[config.mk]
export PLATFORM = sky130hd
export DESIGN_NAME = dsic_tap_regs
export DESIGN_NICKNAME = d
export VERILOG_FILES = /design/src/design/dsic_pkg.sv /design/src/design/dsic_tap_regs.sv
export SDC_FILE = /design/constraint.sdc
export NUM_CORES = 1
export LEC_CHECK = 0
export BUFFER_PORTS_ARGS = -buffer_cell sky130_fd_sc_hd__buf_2
export CORE_ASPECT_RATIO = 0.7
export CORE_MARGIN = 2
export CORE_UTILIZATION = 50
export DETAILED_ROUTE_END_ITERATION = 10
export MAX_ROUTING_LAYER = met4
export PLACE_DENSITY = 0.79
export RECOVER_POWER = 100
export SYNTH_ARGS = -nofsm -noshare
export SYNTH_HDL_FRONTEND = slang
export SYNTH_SLANG_ARGS = --single-unit
[constraint.sdc]
create_clock -name aclk -period 2.05 [get_ports aclk]
set_clock_uncertainty 0.1 [all_clocks]
set_input_delay 0.41 -clock aclk [delete_from_list [all_inputs] [get_ports aclk]]
set_output_delay 0.41 -clock aclk [all_outputs]
set_load 0.1 [all_outputs]
[src/design/dsic_pkg.sv]
// shared types and constants of the self-interference canceller
package dsic_pkg;

    localparam int HALF_SPAN    = 3;
    localparam int SAMPLE_WIDTH = 16;
    localparam int SPAN         = 2 * HALF_SPAN;
    localparam int TAP_USED     = SPAN + 1;
    localparam int TAP_COUNT    = 7;
    localparam int TAP_WIDTH    = 16;
    localparam int TAP_FRAC     = 12;
    localparam int CFG_IDX_W    = $clog2(TAP_COUNT);
    localparam int FILL_W       = $clog2(SPAN + 1);
    localparam int PROD_W       = SAMPLE_WIDTH + TAP_WIDTH;
    localparam int ACC_W        = PROD_W + $clog2(TAP_USED + 1) + 1;
    localparam int SHIFT_W      = ACC_W - TAP_FRAC;
    localparam int SAT_HEAD_W   = SHIFT_W - SAMPLE_WIDTH + 1;

    typedef logic signed [SAMPLE_WIDTH-1:0] sample_t;
    typedef logic signed [TAP_WIDTH-1:0]    tap_t;
    typedef logic signed [PROD_W-1:0]       prod_t;
    typedef logic signed [ACC_W-1:0]        acc_t;
    typedef logic signed [SHIFT_W-1:0]      shift_t;
    typedef logic [CFG_IDX_W-1:0]           cfg_idx_t;
    typedef logic [FILL_W-1:0]              fill_t;

    typedef struct packed {
        logic    valid;
        logic    last;
        sample_t rx;
    } stage_ctl_t;

endpackage

[src/design/dsic_tap_regs.sv]
// channel coefficient register file written through the configuration port
module dsic_tap_regs (
    input  logic                  aclk,
    input  logic                  aresetn,
    input  logic                  cfg_we,
    input  dsic_pkg::cfg_idx_t    cfg_index,
    input  dsic_pkg::tap_t        cfg_data,
    output dsic_pkg::tap_t        taps [dsic_pkg::TAP_USED]
);

    dsic_pkg::tap_t taps_reg [dsic_pkg::TAP_COUNT];

    always_ff @(posedge aclk) begin
        if (!aresetn) begin
            for (int i = 0; i < dsic_pkg::TAP_COUNT; i++) begin
                taps_reg[i] <= '0;
            end
        end else if (cfg_we && (32'(cfg_index) < dsic_pkg::TAP_COUNT)) begin
            taps_reg[cfg_index] <= cfg_data;
        end
    end

    genvar g;
    generate
        for (g = 0; g < dsic_pkg::TAP_USED; g++) begin : g_taps
            assign taps[g] = taps_reg[g];
        end
    endgenerate

endmodule

==> out/results.txt <==
Status - complete, but fails checks
Failing checks - design-rule violations
Cell mode on critical path - clkbuf_1
Critical Path Fanout Max - 16
Clk root buf - clkbuf_16
Max_slew headroom - 25.3%
Hold WC Path Type - input pin to flop
Mapped Nets - 329
Via density - 5.26
Worst Setup End Kind - flop
Area share of the leading cell type in the synthesized netlist - 69.1%
Max Clock Freq - 563 MHz
Final setup fails - 0
RSZ-0062 raised after global routing - false
Pins Over Slew Limit - 0
Dpl cell area - 4990 um2
Total wire length - 9650 um
Final net count - 475
Post-route ant nets - 0
Period utilization - 86.7%
Commonest register cell after synthesis - edfxtp_1
Cell variety after synth - 21
Dpl hpwl - 6890 um
Largest net degree at the start of global routing - 19
Die area - 9100 um2
Synthesized flop and latch total - 112
Max incr delay on CP - 830 ps
# DRC - 11
GRT overflow - 0
Worst-Margin Slew - 1120 ps
TritonCTS clock tree - built
Number of global-route vias before repair - 2801
Post-Route Setup TNS - 0 ps
First-pass GRT wire length - 14800 um
Pwr dens - 1070 nW/um2
Max stage delay cell, worst path - clkbuf_1
Sink Count - 112
Port Buffers - 133
WP data arrival - 1640 ps
Leakage - 2.19 nW
H-tree depth - 3
CTS Buf Count - 9
Fin. Hold Viols - 0
CORE AREA - 7970 um2
Post-route cell area - 5230 um2
Synth area leader - edfxtp_1
Top post-synthesis cells by area - edfxtp_1 (69%), dfxtp_1 (7.7%), nor2_1 (5.9%)
Initial Util - 52.3%
Most common cell in the netlist - edfxtp_1
Most frequent cells after synthesis - edfxtp_1 (96), nor2_1 (65), nand3_1 (33), nand2_1 (21), and2_1 (18)
Multi-input gate area - 768 um2
Gpl congestion - 0.872
Fillers - 605
Setup bufs post-CTS - 0
Ys Warns - 0
Syn avg cell area - 13.6 um2
Area Growth Syn to Fin - 25.5%
DRT iter0 DRCs - 216
Fraction of layout cells with a size suffix above 1 - 37.3%
Hold-fix buffers, CTS - 0
WP data required - 1910 ps
Cts repair resizes - 0
Row count - 27
VDD IR max - 0.000576 V
Via Count - 2938
Synth Instances - 307
Post-layout min period - 1780 ps
I/O pin count - 134
Clk buf depth - 2
Sequential Area - 3200 um2
Mapped cell area - 4170 um2
Initial antenna violation count - 0
Avg WL per Cell - 17.3 um
Antenna cells - 0
First drt pass iteration count - 8
Die height - 80.4 um
FFs w/ async S/R, synth - 0%
Post-synth EDFFs - 96
Total of max-cap violations - 0
Register area share after synthesis - 76.8%
Critical setup path kind - input pin to flop
Clk_lat worst skew - 350 ps
CP Launch Type - input pin
Max reg flops - 112
Crit-path cells - clkbuf_1 -> nand4b_1 -> nand2_1 -> clkbuf_1
Die W - 113 um
Reg clk slew, reported paths - 70 ps
Total track usage - 22.9%
[logic make-up (layout without fill, tap and decap cells)]
family                 after synthesis  in the layout  share of synthesized area [%]
buffers and inverters               32            183                           4.05
AND/OR/NAND/NOR                    147            147                           16.3
AO/OA/AOI/OAI                       16             16                           2.82
flip-flops                         112            112                           76.8
[through the flow]
stage	utilization (%)	total power, W	setup WS [ps]	cells	hold slack, ps
floorplan	-	0.00376	178	307	440
global placement	62.6	0.00397	221	543	347
detailed placement	62.6	0.00397	172	543	351
CTS	66.2	0.00564	369	559	221
global route	65.6	0.00575	191	559	232
finish	65.6	0.00560	273	559	223
[final cells by class]
| cell class | instances | share of cell area [%] |
|---|---|---|
| tap | 101 | 2.42 |
| multi-input combinational | 163 | 14.7 |
| clock inverter | 5 | 0.717 |
| clock buffer | 11 | 4.83 |
| timing repair buffer | 151 | 15.0 |
| sequential | 112 | 61.2 |
| inverter | 16 | 1.15 |
[power by group]
group | total (W) | internal, W | switching, W
clock network | 0.00169 | 0.000901 | 0.000788
registers | 0.00265 | 0.00260 | 0.0000471
logic | 0.00127 | 0.000125 | 0.00114
[path summary, 6_finish.rpt]
| check | from | endpoint | slack (ps) | depth (start not counted) |
|---|---|---|---|---|
| worst min register to register | taps_reg[6][14] | taps_reg[6][14] | 370 | 2 |
| worst max-delay path | cfg_index[1] | taps_reg[5][8] | 270 | 4 |
| worst max register to register | taps_reg[6][13] | taps_reg[6][13] | 1320 | 2 |
| worst min-delay path | cfg_data[5] | taps_reg[6][5] | 220 | 3 |
[per-layer routing]
| layer | track usage [%] | share of wire (%) |
|---|---|---|
| met4 | 5.24 | 0.92 |
| met5 | - | 0 |
| met3 | 7.62 | 10 |
| met2 | 34.7 | 44 |
| met1 | 30.5 | 44 |
[cells in the final DEF (no fill, tap or decap), types with 9 or more instances in the layout]
| master | synthesis | layout |
|---|---|---|
| and2_1 | 18 | 11 |
| buf_2 | 8 | 19 |
| buf_4 | 2 | 13 |
| clkbuf_16 | 0 | 9 |
| clkbuf_2 | 0 | 116 |
| dfxtp_1 | 16 | 16 |
| edfxtp_1 | 96 | 96 |
| inv_1 | 16 | 16 |
| nand2_1 | 21 | 22 |
| nand3_1 | 33 | 33 |
| nor2_1 | 65 | 65 |
| o21ai_0 | 6 | 13 |
[critical path: cells and delay by family]
family,cells,cell delay [ps]
buf+inv,2,960
simple gates,2,260
Note: power is estimated with default switching activity, not from simulation.
