==> src/design/dsic_pkg.sv <==
// shared types and constants of the self-interference canceller
package dsic_pkg;

    localparam int HALF_SPAN    = 3;
    localparam int SAMPLE_WIDTH = 16;
    localparam int SPAN         = 2 * HALF_SPAN;
    localparam int TAP_USED     = SPAN + 1;
    localparam int TAP_COUNT    = 7;
    localparam int TAP_WIDTH    = 16;
    localparam int TAP_FRAC     = 12;
    localparam int CFG_IDX_W    = $clog2(TAP_COUNT);
    localparam int FILL_W       = $clog2(SPAN + 1);
    localparam int PROD_W       = SAMPLE_WIDTH + TAP_WIDTH;
    localparam int ACC_W        = PROD_W + $clog2(TAP_USED + 1) + 1;
    localparam int SHIFT_W      = ACC_W - TAP_FRAC;
    localparam int SAT_HEAD_W   = SHIFT_W - SAMPLE_WIDTH + 1;

    typedef logic signed [SAMPLE_WIDTH-1:0] sample_t;
    typedef logic signed [TAP_WIDTH-1:0]    tap_t;
    typedef logic signed [PROD_W-1:0]       prod_t;
    typedef logic signed [ACC_W-1:0]        acc_t;
    typedef logic signed [SHIFT_W-1:0]      shift_t;
    typedef logic [CFG_IDX_W-1:0]           cfg_idx_t;
    typedef logic [FILL_W-1:0]              fill_t;

    typedef struct packed {
        logic    valid;
        logic    last;
        sample_t rx;
    } stage_ctl_t;

endpackage

==> src/design/dsic_sum_stage.sv <==
// adder tree, floor shift and saturation into the result register
module dsic_sum_stage (
    input  logic                 aclk,
    input  logic                 aresetn,
    input  logic                 advance,
    input  dsic_pkg::stage_ctl_t ctl_in,
    input  dsic_pkg::prod_t      prods [dsic_pkg::TAP_USED],
    output logic                 out_valid,
    output dsic_pkg::sample_t    residual,
    output logic                 last_out
);

    dsic_pkg::acc_t                  acc;
    dsic_pkg::shift_t                shifted;
    dsic_pkg::sample_t               sat;
    logic [dsic_pkg::SAT_HEAD_W-1:0] head;
    logic                            valid_reg;
    dsic_pkg::sample_t               residual_reg;
    logic                            last_reg;

    always_comb begin
        acc = dsic_pkg::acc_t'(ctl_in.rx) <<< dsic_pkg::TAP_FRAC;
        for (int i = 0; i < dsic_pkg::TAP_USED; i++) begin
            acc = acc - dsic_pkg::acc_t'(prods[i]);
        end
        shifted = dsic_pkg::shift_t'(acc >>> dsic_pkg::TAP_FRAC);
        head    = shifted[dsic_pkg::SHIFT_W-1:dsic_pkg::SAMPLE_WIDTH-1];
        if ((head == '0) || (head == '1)) begin
            sat = shifted[dsic_pkg::SAMPLE_WIDTH-1:0];
        end else if (shifted[dsic_pkg::SHIFT_W-1]) begin
            sat = {1'b1, {(dsic_pkg::SAMPLE_WIDTH-1){1'b0}}};
        end else begin
            sat = {1'b0, {(dsic_pkg::SAMPLE_WIDTH-1){1'b1}}};
        end
    end

    always_ff @(posedge aclk) begin
        if (!aresetn) begin
            valid_reg <= 1'b0;
        end else if (advance) begin
            valid_reg <= ctl_in.valid;
        end
    end

    always_ff @(posedge aclk) begin
        if (advance && ctl_in.valid) begin
            residual_reg <= sat;
            last_reg     <= ctl_in.last;
        end
    end

    assign out_valid = valid_reg;
    assign residual  = residual_reg;
    assign last_out  = last_reg;

endmodule

==> config.mk <==
export PLATFORM = sky130hd
export DESIGN_NAME = dsic_sum_stage
export DESIGN_NICKNAME = d
export VERILOG_FILES = /design/src/design/dsic_pkg.sv /design/src/design/dsic_sum_stage.sv
export SDC_FILE = /design/constraint.sdc
export NUM_CORES = 1
export LEC_CHECK = 0
export BUFFER_PORTS_ARGS = -buffer_cell sky130_fd_sc_hd__buf_2
export CAP_MARGIN = 30
export CELL_PAD_IN_SITES_DETAIL_PLACEMENT = 1
export CELL_PAD_IN_SITES_GLOBAL_PLACEMENT = 2
export CORE_MARGIN = 2
export CORE_UTILIZATION = 31
export DETAILED_ROUTE_END_ITERATION = 12
export GPL_ROUTABILITY_DRIVEN = 0
export HOLD_SLACK_MARGIN = 0.1
export PLACE_DENSITY = 0.84
export SYNTH_ARGS = -nofsm -noshare
export SYNTH_HDL_FRONTEND = slang
export SYNTH_SLANG_ARGS = --single-unit
==> constraint.sdc <==
create_clock -name aclk -period 7.6 [get_ports aclk]
set_input_delay 1.14 -clock aclk [delete_from_list [all_inputs] [get_ports aclk]]
set_output_delay 1.14 -clock aclk [all_outputs]
set_load 0.005 [all_outputs]
==> results_dict.tcl <==
set metrics [dict create \
    drc 0 \
    final_hold_viol_count 0 \
    clk_pin_slew_ns 0.05 \
    crit_buf_inv 4 \
    num_vias 5988 \
    area_delta_synth_final_pct 23.2 \
    drtPass1Iterations 4 \
    hold_start "out_valid" \
    drtIter0Drc 139 \
    yosysWarningCount 0 \
    slew-limit-headroom 0.352 \
    crit_chain "buf_2, inv_1, fa_1, fa_1, fa_1, inv_1, fa_1, inv_1, ha_1, nand3b_1, o211ai_1, a311oi_1, o21ai_0, nand2_1, xor2_1, o2111ai_1, o41ai_4, o21ai_0" \
    synth_edf_count 17 \
    worstPathArrival_ns 6.63 \
    die_x_um 160 \
    numPortBuffers 262 \
    synth_xor_area_frac 0.0265 \
    rr_worst_depth 2 \
    synth_simple_gate_area_frac 0.0603 \
    crit_path_max_fanout 15 \
    std_cell_rows 57 \
    worstHoldPathCells 2 \
    synth_nets 1281 \
    die_y_um 160 \
    grt-ovfl-total 0 \
    syn_inst 807 \
    setup_tns_ns 0 \
    grt_pass1_vias 6986 \
    cts_setup_buffers 0 \
    clock_path_buffers 2 \
    insertion_delay_ns 0.25 \
    drive_gt1_frac 0.277 \
    fin_cells 1387 \
    finish.utilization 0.386 \
    min_period_ns 6.70 \
    synth_top_area_share 0.483 \
    worst_pin_slew_ns 0.968 \
    ys_async_sr_fraction 0 \
    drtAntennaViolNets 0 \
    dpl_worst_slack_ns 0.690 \
    routedWlPerCell_um 13.2 \
    finClkSkew_ns 0 \
    routed_wl_um 18300 \
    layout_commonest_cell "inv_1" \
    slowest_stage "o41ai_4" \
    fin_ws_ns 0.898 \
    max_cap_violations 0 \
    synth-main-ff-cell "edfxtp_1" \
    initial_core_util 0.313 \
    synth_fa_ha_area_frac 0.561 \
    worstReg2RegEnd "out_valid" \
    final_nets 1538 \
    synth-seq-cells 18 \
    post_cts_resize_count 0 \
    min_to "out_valid" \
    synthMuxAreaShare 0.00282 \
    dpl.hpwl_um 17500 \
    grt_max_degree 19 \
    synth_top_family_by_area "adder cells" \
    largest_reg_flops 16 \
    crit_cells 18 \
    rsz0062_at_grt "false" \
    crit_top_cell "fa_1" \
    grt_pass1_wl_um 31600 \
    yosysSeqAreaShare 0.0703 \
    syn_area_per_cell_um2 9.35 \
    cts_tree "built" \
    cts_made_buffers 3 \
    cts_hold_buf 0 \
    cts_root_buffer "clkbuf_16" \
    critPathLaunchType "primary input" \
    viasPerCell 4.32 \
    critical_path_class "primary input to register" \
    hold_path.class "register to register" \
    yosysTopAreaCell "fa_1" \
    cp_slowest_stage_delay_ns 0.89 \
    core_region_area_um2 24100 \
    fmax_ghz 0.149 \
    cts_sinks 18 \
    antenna_found_initial 0 \
    setup_viol 0 \
    syn-cell-area_um2 7550 \
    cts_max_level 1 \
    slew_viol_final 0 \
    io_pins 263 \
    crit_family "compound AO/OA/AOI/OAI gates" \
    ys_types 64 \
    dieArea_um2 25600 \
    r2r_slack_ns 6.92 \
    r2r-start "out_valid" \
    insertedDiodeCount 0 \
    worstSetupEndpointType "register" \
    status "finished clean" \
    final.period_utilization 0.882 \
    synth_compound_area_frac 0.114 \
    dp.cells 1383 \
    required_ns 7.53 \
    synth_area_leaders "fa_1 48%, inv_1 16%, ha_1 7.8%" \
    final_cell_mix "318 x inv_1, 262 x buf_2, 182 x fa_1, 47 x ha_1, 28 x a21oi_1" \
    track_usage 0.148 \
]
per-layer routing:
layer	GRT usage	up-vias	routed length, µm
met5	0	-	0
met4	0.0209	0	196
met3	0.0135	14	818
met2	0.288	162	9810
met1	0.180	2924	7430
li1	-	2888	-
cell type report:
cell class                 instances  area, µm²
sequential                        18        531
multi-input combinational        461       5770
fill                            2987      14800
clock buffer                       4       88.8
timing repair buffer             262       1310
inverter                         318       1190
tap                              324        405
stage by stage:
step                instance area, µm²  hold slack, ns
finish                            9300           0.586
detailed placement                9210           0.581
CTS                               9300           0.593
floorplan                         7550           0.568
global placement                  9210           0.558
global route                      9300           0.628
worst max-delay path by stage:
stage               startpoint      endpoint  slack, ns
finish               prods[36]   residual[1]       0.90
CTS                  prods[36]   residual[1]       0.87
floorplan            prods[50]  residual[14]       1.67
detailed placement   prods[36]   residual[4]       0.69
global route         prods[46]   residual[1]       0.57
global placement     prods[44]   residual[4]       0.87
synth_stat cells (7+ instances only):
master and number:
o21ai_2 10, inv_1 318, xnor2_1 10, ha_1 47, xor2_1 11, nor2_1 20, a21o_1 12, nor3_1 8
o21ai_0 24, a21oi_1 28, nand2_1 25, nand4_1 7, edfxtp_1 17, fa_1 182
worst min-delay path, cell delays in order, from the launching register on:
cell     delay (ns)
dfxtp_1        0.31
nor2b_1        0.13
o21a_1         0.11
cells by family after synthesis:
family | Yosys count
compound gates | 119
xor+xnor | 22
flops | 18
simple gates | 89
buf+inv | 328
mux | 2
fa+ha+maj | 229
Power is left out: the tool's default activity adds up to more than one toggle a clock period on the data nets, which glitch-free logic cannot reach.
