==> config.mk <==
export PLATFORM = sky130hd
export DESIGN_NAME = dsic_history
export DESIGN_NICKNAME = d
export VERILOG_FILES = /design/src/design/dsic_pkg.sv /design/src/design/dsic_history.sv
export SDC_FILE = /design/constraint.sdc
export NUM_CORES = 1
export LEC_CHECK = 0
export ABC_AREA = 1
export BUFFER_PORTS_ARGS = -buffer_cell sky130_fd_sc_hd__clkbuf_2
export CORE_UTILIZATION = 52
export CTS_CLUSTER_SIZE = 10
export DETAILED_ROUTE_END_ITERATION = 8
export GPL_ROUTABILITY_DRIVEN = 0
export PLACE_DENSITY = 0.77
export SYNTH_ARGS = -nofsm -noshare
export SYNTH_HDL_FRONTEND = slang
export SYNTH_SLANG_ARGS = --single-unit
==> constraint.sdc <==
create_clock -name aclk -period 5.3 [get_ports aclk]
set_input_delay 0.53 -clock aclk [delete_from_list [all_inputs] [get_ports aclk]]
set_output_delay 0.53 -clock aclk [all_outputs]
set_load 0.03 [all_outputs]
==> src/design/dsic_pkg.sv <==
// shared types and constants of the self-interference canceller
package dsic_pkg;

    localparam int HALF_SPAN    = 3;
    localparam int SAMPLE_WIDTH = 16;
    localparam int SPAN         = 2 * HALF_SPAN;
    localparam int TAP_USED     = SPAN + 1;
    localparam int TAP_COUNT    = 7;
    localparam int TAP_WIDTH    = 16;
    localparam int TAP_FRAC     = 12;
    localparam int CFG_IDX_W    = $clog2(TAP_COUNT);
    localparam int FILL_W       = $clog2(SPAN + 1);
    localparam int PROD_W       = SAMPLE_WIDTH + TAP_WIDTH;
    localparam int ACC_W        = PROD_W + $clog2(TAP_USED + 1) + 1;
    localparam int SHIFT_W      = ACC_W - TAP_FRAC;
    localparam int SAT_HEAD_W   = SHIFT_W - SAMPLE_WIDTH + 1;

    typedef logic signed [SAMPLE_WIDTH-1:0] sample_t;
    typedef logic signed [TAP_WIDTH-1:0]    tap_t;
    typedef logic signed [PROD_W-1:0]       prod_t;
    typedef logic signed [ACC_W-1:0]        acc_t;
    typedef logic signed [SHIFT_W-1:0]      shift_t;
    typedef logic [CFG_IDX_W-1:0]           cfg_idx_t;
    typedef logic [FILL_W-1:0]              fill_t;

    typedef struct packed {
        logic    valid;
        logic    last;
        sample_t rx;
    } stage_ctl_t;

endpackage

==> src/design/dsic_history.sv <==
// transmit and receive delay lines with the window fill counter
module dsic_history (
    input  logic                aclk,
    input  logic                aresetn,
    input  logic                accept,
    input  dsic_pkg::sample_t   tx_sample,
    input  dsic_pkg::sample_t   rx_sample,
    input  logic                last_sample,
    output dsic_pkg::sample_t   tx_win [dsic_pkg::TAP_USED],
    output dsic_pkg::sample_t   rx_old,
    output logic                full,
    output dsic_pkg::fill_t     fill_count
);

    dsic_pkg::sample_t tx_hist_reg [dsic_pkg::SPAN];
    dsic_pkg::sample_t rx_hist_reg [dsic_pkg::HALF_SPAN];
    dsic_pkg::fill_t   fill_reg;
    dsic_pkg::fill_t   fill_next;

    always_comb begin
        fill_next = fill_reg;
        if (last_sample) begin
            fill_next = '0;
        end else if (!full) begin
            fill_next = fill_reg + 1'b1;
        end
    end

    always_ff @(posedge aclk) begin
        if (!aresetn) begin
            fill_reg <= '0;
            for (int i = 0; i < dsic_pkg::SPAN; i++) begin
                tx_hist_reg[i] <= '0;
            end
            for (int i = 0; i < dsic_pkg::HALF_SPAN; i++) begin
                rx_hist_reg[i] <= '0;
            end
        end else if (accept) begin
            fill_reg <= fill_next;
            for (int i = 0; i < dsic_pkg::SPAN - 1; i++) begin
                tx_hist_reg[i] <= tx_hist_reg[i+1];
            end
            tx_hist_reg[dsic_pkg::SPAN-1] <= tx_sample;
            for (int i = 0; i < dsic_pkg::HALF_SPAN - 1; i++) begin
                rx_hist_reg[i] <= rx_hist_reg[i+1];
            end
            rx_hist_reg[dsic_pkg::HALF_SPAN-1] <= rx_sample;
        end
    end

    genvar g;
    generate
        for (g = 0; g < dsic_pkg::SPAN; g++) begin : g_win
            assign tx_win[g] = tx_hist_reg[g];
        end
    endgenerate

    assign tx_win[dsic_pkg::SPAN] = tx_sample;
    assign rx_old                 = rx_hist_reg[0];
    assign full                   = (fill_reg == dsic_pkg::fill_t'(dsic_pkg::SPAN));
    assign fill_count             = fill_reg;

endmodule

==> summary.md <==
| Metric | Value |
|---|---|
| Status | `complete, no violations` |
| Max Clk Rate | `500 MHz` |
| Worst skew pair latency | `410 ps` |
| Fillcell total | `834` |
| CP Class | `primary input to flop` |
| YS warnings | `0` |
| Final setup fails | `0` |
| Worst hold path class | `primary input to flop` |
| CP Cell Sequence | `clkbuf_2 > inv_1 > nand2_4 > buf_4` |
| Pre-CTS WS | `2870 ps` |
| Netlist cell types | `13` |
| Average wire per standard cell | `12.7 µm` |
| Sequential Area | `4380 µm²` |
| Max-slew headroom | `44.0%` |
| Post-DP HPWL | `6.86 mm` |
| Remaining DRCs | `0` |
| Worst Path Required | `5350 ps` |
| Worst Setup End Kind | `flop` |
| I/O Pins | `168` |
| Crit Path Max Fanout | `65` |
| Synth area leaders | `edfxtp_1, inv_1, nor2_1, buf_4, buf_6` |
| EDFF count, synth | `144` |
| Count leader, synth | `inv_1` |
| CTS Hold Bufs | `0` |
| Share of cells above drive strength 1 | `29.8%` |
| Crit-path leading delay family | `buffers and inverters` |
| Mapped cell area | `5970 µm²` |
| Crit path arrival time | `2050 ps` |
| Area leader, netlist | `edfxtp_1` |
| Clock Path Buffers | `2` |
| Post_cts resized | `0` |
| Number of flip-flops under the largest register name | `96` |
| P per Cell Area | `400 nW/µm²` |
| DR iter-0 viols | `221` |
| Asr flop ratio synth | `0%` |
| WL final | `10.2 mm` |
| H-Tree Depth | `4` |
| Final worst-path cycle share | `37.8%` |
| Flops & latches, synth | `147` |
| Largest net degree at the start of global routing | `76` |
| Clock slew at reported path FFs | `50 ps` |
| Slack of the critical path | `3300 ps` |
| Setup TNS | `0 ps` |
| Max VDD drop | `0.000233 V` |
| Setup crit start kind | `primary input` |
| RSZ-0062 raised after global routing | `no` |
| Area of the multi-input gates | `669 µm²` |
| Top cells by count, synth | `inv_1, nor2_1, edfxtp_1, buf_4, nand2_1` |
| Post CTS Setup Buffer Count | `0` |
| Syn avg cell area | `11.7 µm²` |
| Die W | `109 µm` |
| Die area | `11900 µm²` |
| Yosys top cell area share | `72.5%` |
| Starting density of the core | `54.1%` |
| Core Region | `11000 µm²` |
| TritonCTS sink count | `147` |
| TritonRoute pass-1 iters | `4` |
| Post-synthesis sequential area ratio | `73.5%` |
| Syn_nets | `550` |
| Fin crit period | `2000 ps` |
| GR Overflow Total | `0` |
| CP max stage delay | `620 ps` |
| First-pass GRT wire length | `15.6 mm` |
| Worst Clk Skew | `4.93 ps` |
| # rows | `38` |
| Initial antenna violation count | `0` |
| CTS tree | `yes` |
| Placed Cells | `774` |
| Layout net count | `691` |
| P&R area growth vs syn | `21.4%` |
| CTS root buf | `clkbuf_16` |
| Prevailing post-synth register cell | `edfxtp_1` |
| N_diodes | `0` |
| Vias in the first global route | `3393` |
| Critical-path top delay cell | `nand2_4` |
| Via/cell ratio | `4.42` |
| Routed Antenna Nets | `0` |
| Post-Syn Instances | `512` |
| CTS Buf Count | `17` |
| I/O Buffers | `167` |
| Die Y | `109 µm` |
| Pleak | `0.00345 µW` |
| Fin. Hold Viols | `0` |
| Worst-Margin Slew | `841 ps` |
| Total number of vias | `3554` |
| Bufs and invs on worst path | `3` |
| Global Route Usage Sum | `17.9%` |
| Max_cap viols | `0` |
| Post-Layout Cell Count | `804` |
| Max-slew violations | `0` |
| Worst hold margin | `417 ps` |
through the flow:
stage	util (%)	instance area (µm²)	power, µW
finish	65.7	7240	2900
global route	65.7	7240	2990
CTS	65.7	7240	2920
detailed placement	60.3	6650	1710
global placement	60.3	6650	1700
floorplan	-	5970	1640
power breakdown:
group          switching, µW  total [µW]  internal, µW
sequential              34.5        1390          1360
clock                    440        1220           776
combinational            220         290          70.0
total                    694        2900          2200
worst paths after layout:
kind                                          from            endpoint  slack [ps]  cells after the start
worst max-delay path                        accept   rx_hist_reg[0][4]        3300                      4
worst min-delay path                 rx_sample[11]  rx_hist_reg[0][43]         420                      3
worst max register to register       fill_count[0]       fill_count[1]        4060                      6
worst min register to register  rx_hist_reg[0][16]   rx_hist_reg[0][0]         540                      2
routing by layer:
| layer | part of all wire (%) | up-vias | global-route usage (%) |
|---|---|---|---|
| li1 | - | 1790 | - |
| met1 | 40 | 1601 | 20.8 |
| met2 | 50 | 144 | 30.6 |
| met3 | 8.0 | 19 | 5.08 |
| met4 | 1.9 | 0 | 8.40 |
| met5 | 0 | - | 0 |
layout make-up:
cell class,instances,share of cell area (%)
clock buffer,18,5.93
clock inverter,12,2.26
inverter,150,7.77
multi-input combinational,167,9.24
sequential,147,60.5
tap,140,2.42
timing repair buffer,170,11.9
placed cells by master (no fill, tap or decap):
cell type and n:
a21oi_1 2, buf_4 3, bufinv_16 4, clkbuf_1 1
clkbuf_16 17, clkbuf_2 167, clkinv_1 4, clkinv_2 1
clkinvlp_4 2, dfxtp_1 3, edfxtp_1 144, ha_1 2
inv_1 150, inv_6 1, nand2_1 9, nand2_4 2
nand3_1 4, nor2_1 147, or2_2 1
kinds of logic after synthesis:
group	after synthesis	synth area share [%]
buffers and inverters	198	15.5
and+or+nand+nor	163	10.4
DFF	147	73.5
AOI/OAI and AO/OA	2	0.168
adders and majority gates	2	0.419
worst min-delay path, cell delays in order:
cell      delay, ps
clkbuf_2         70
inv_1            30
nor2_1           80
No activity file was read; power rests on OpenSTA's default activity.
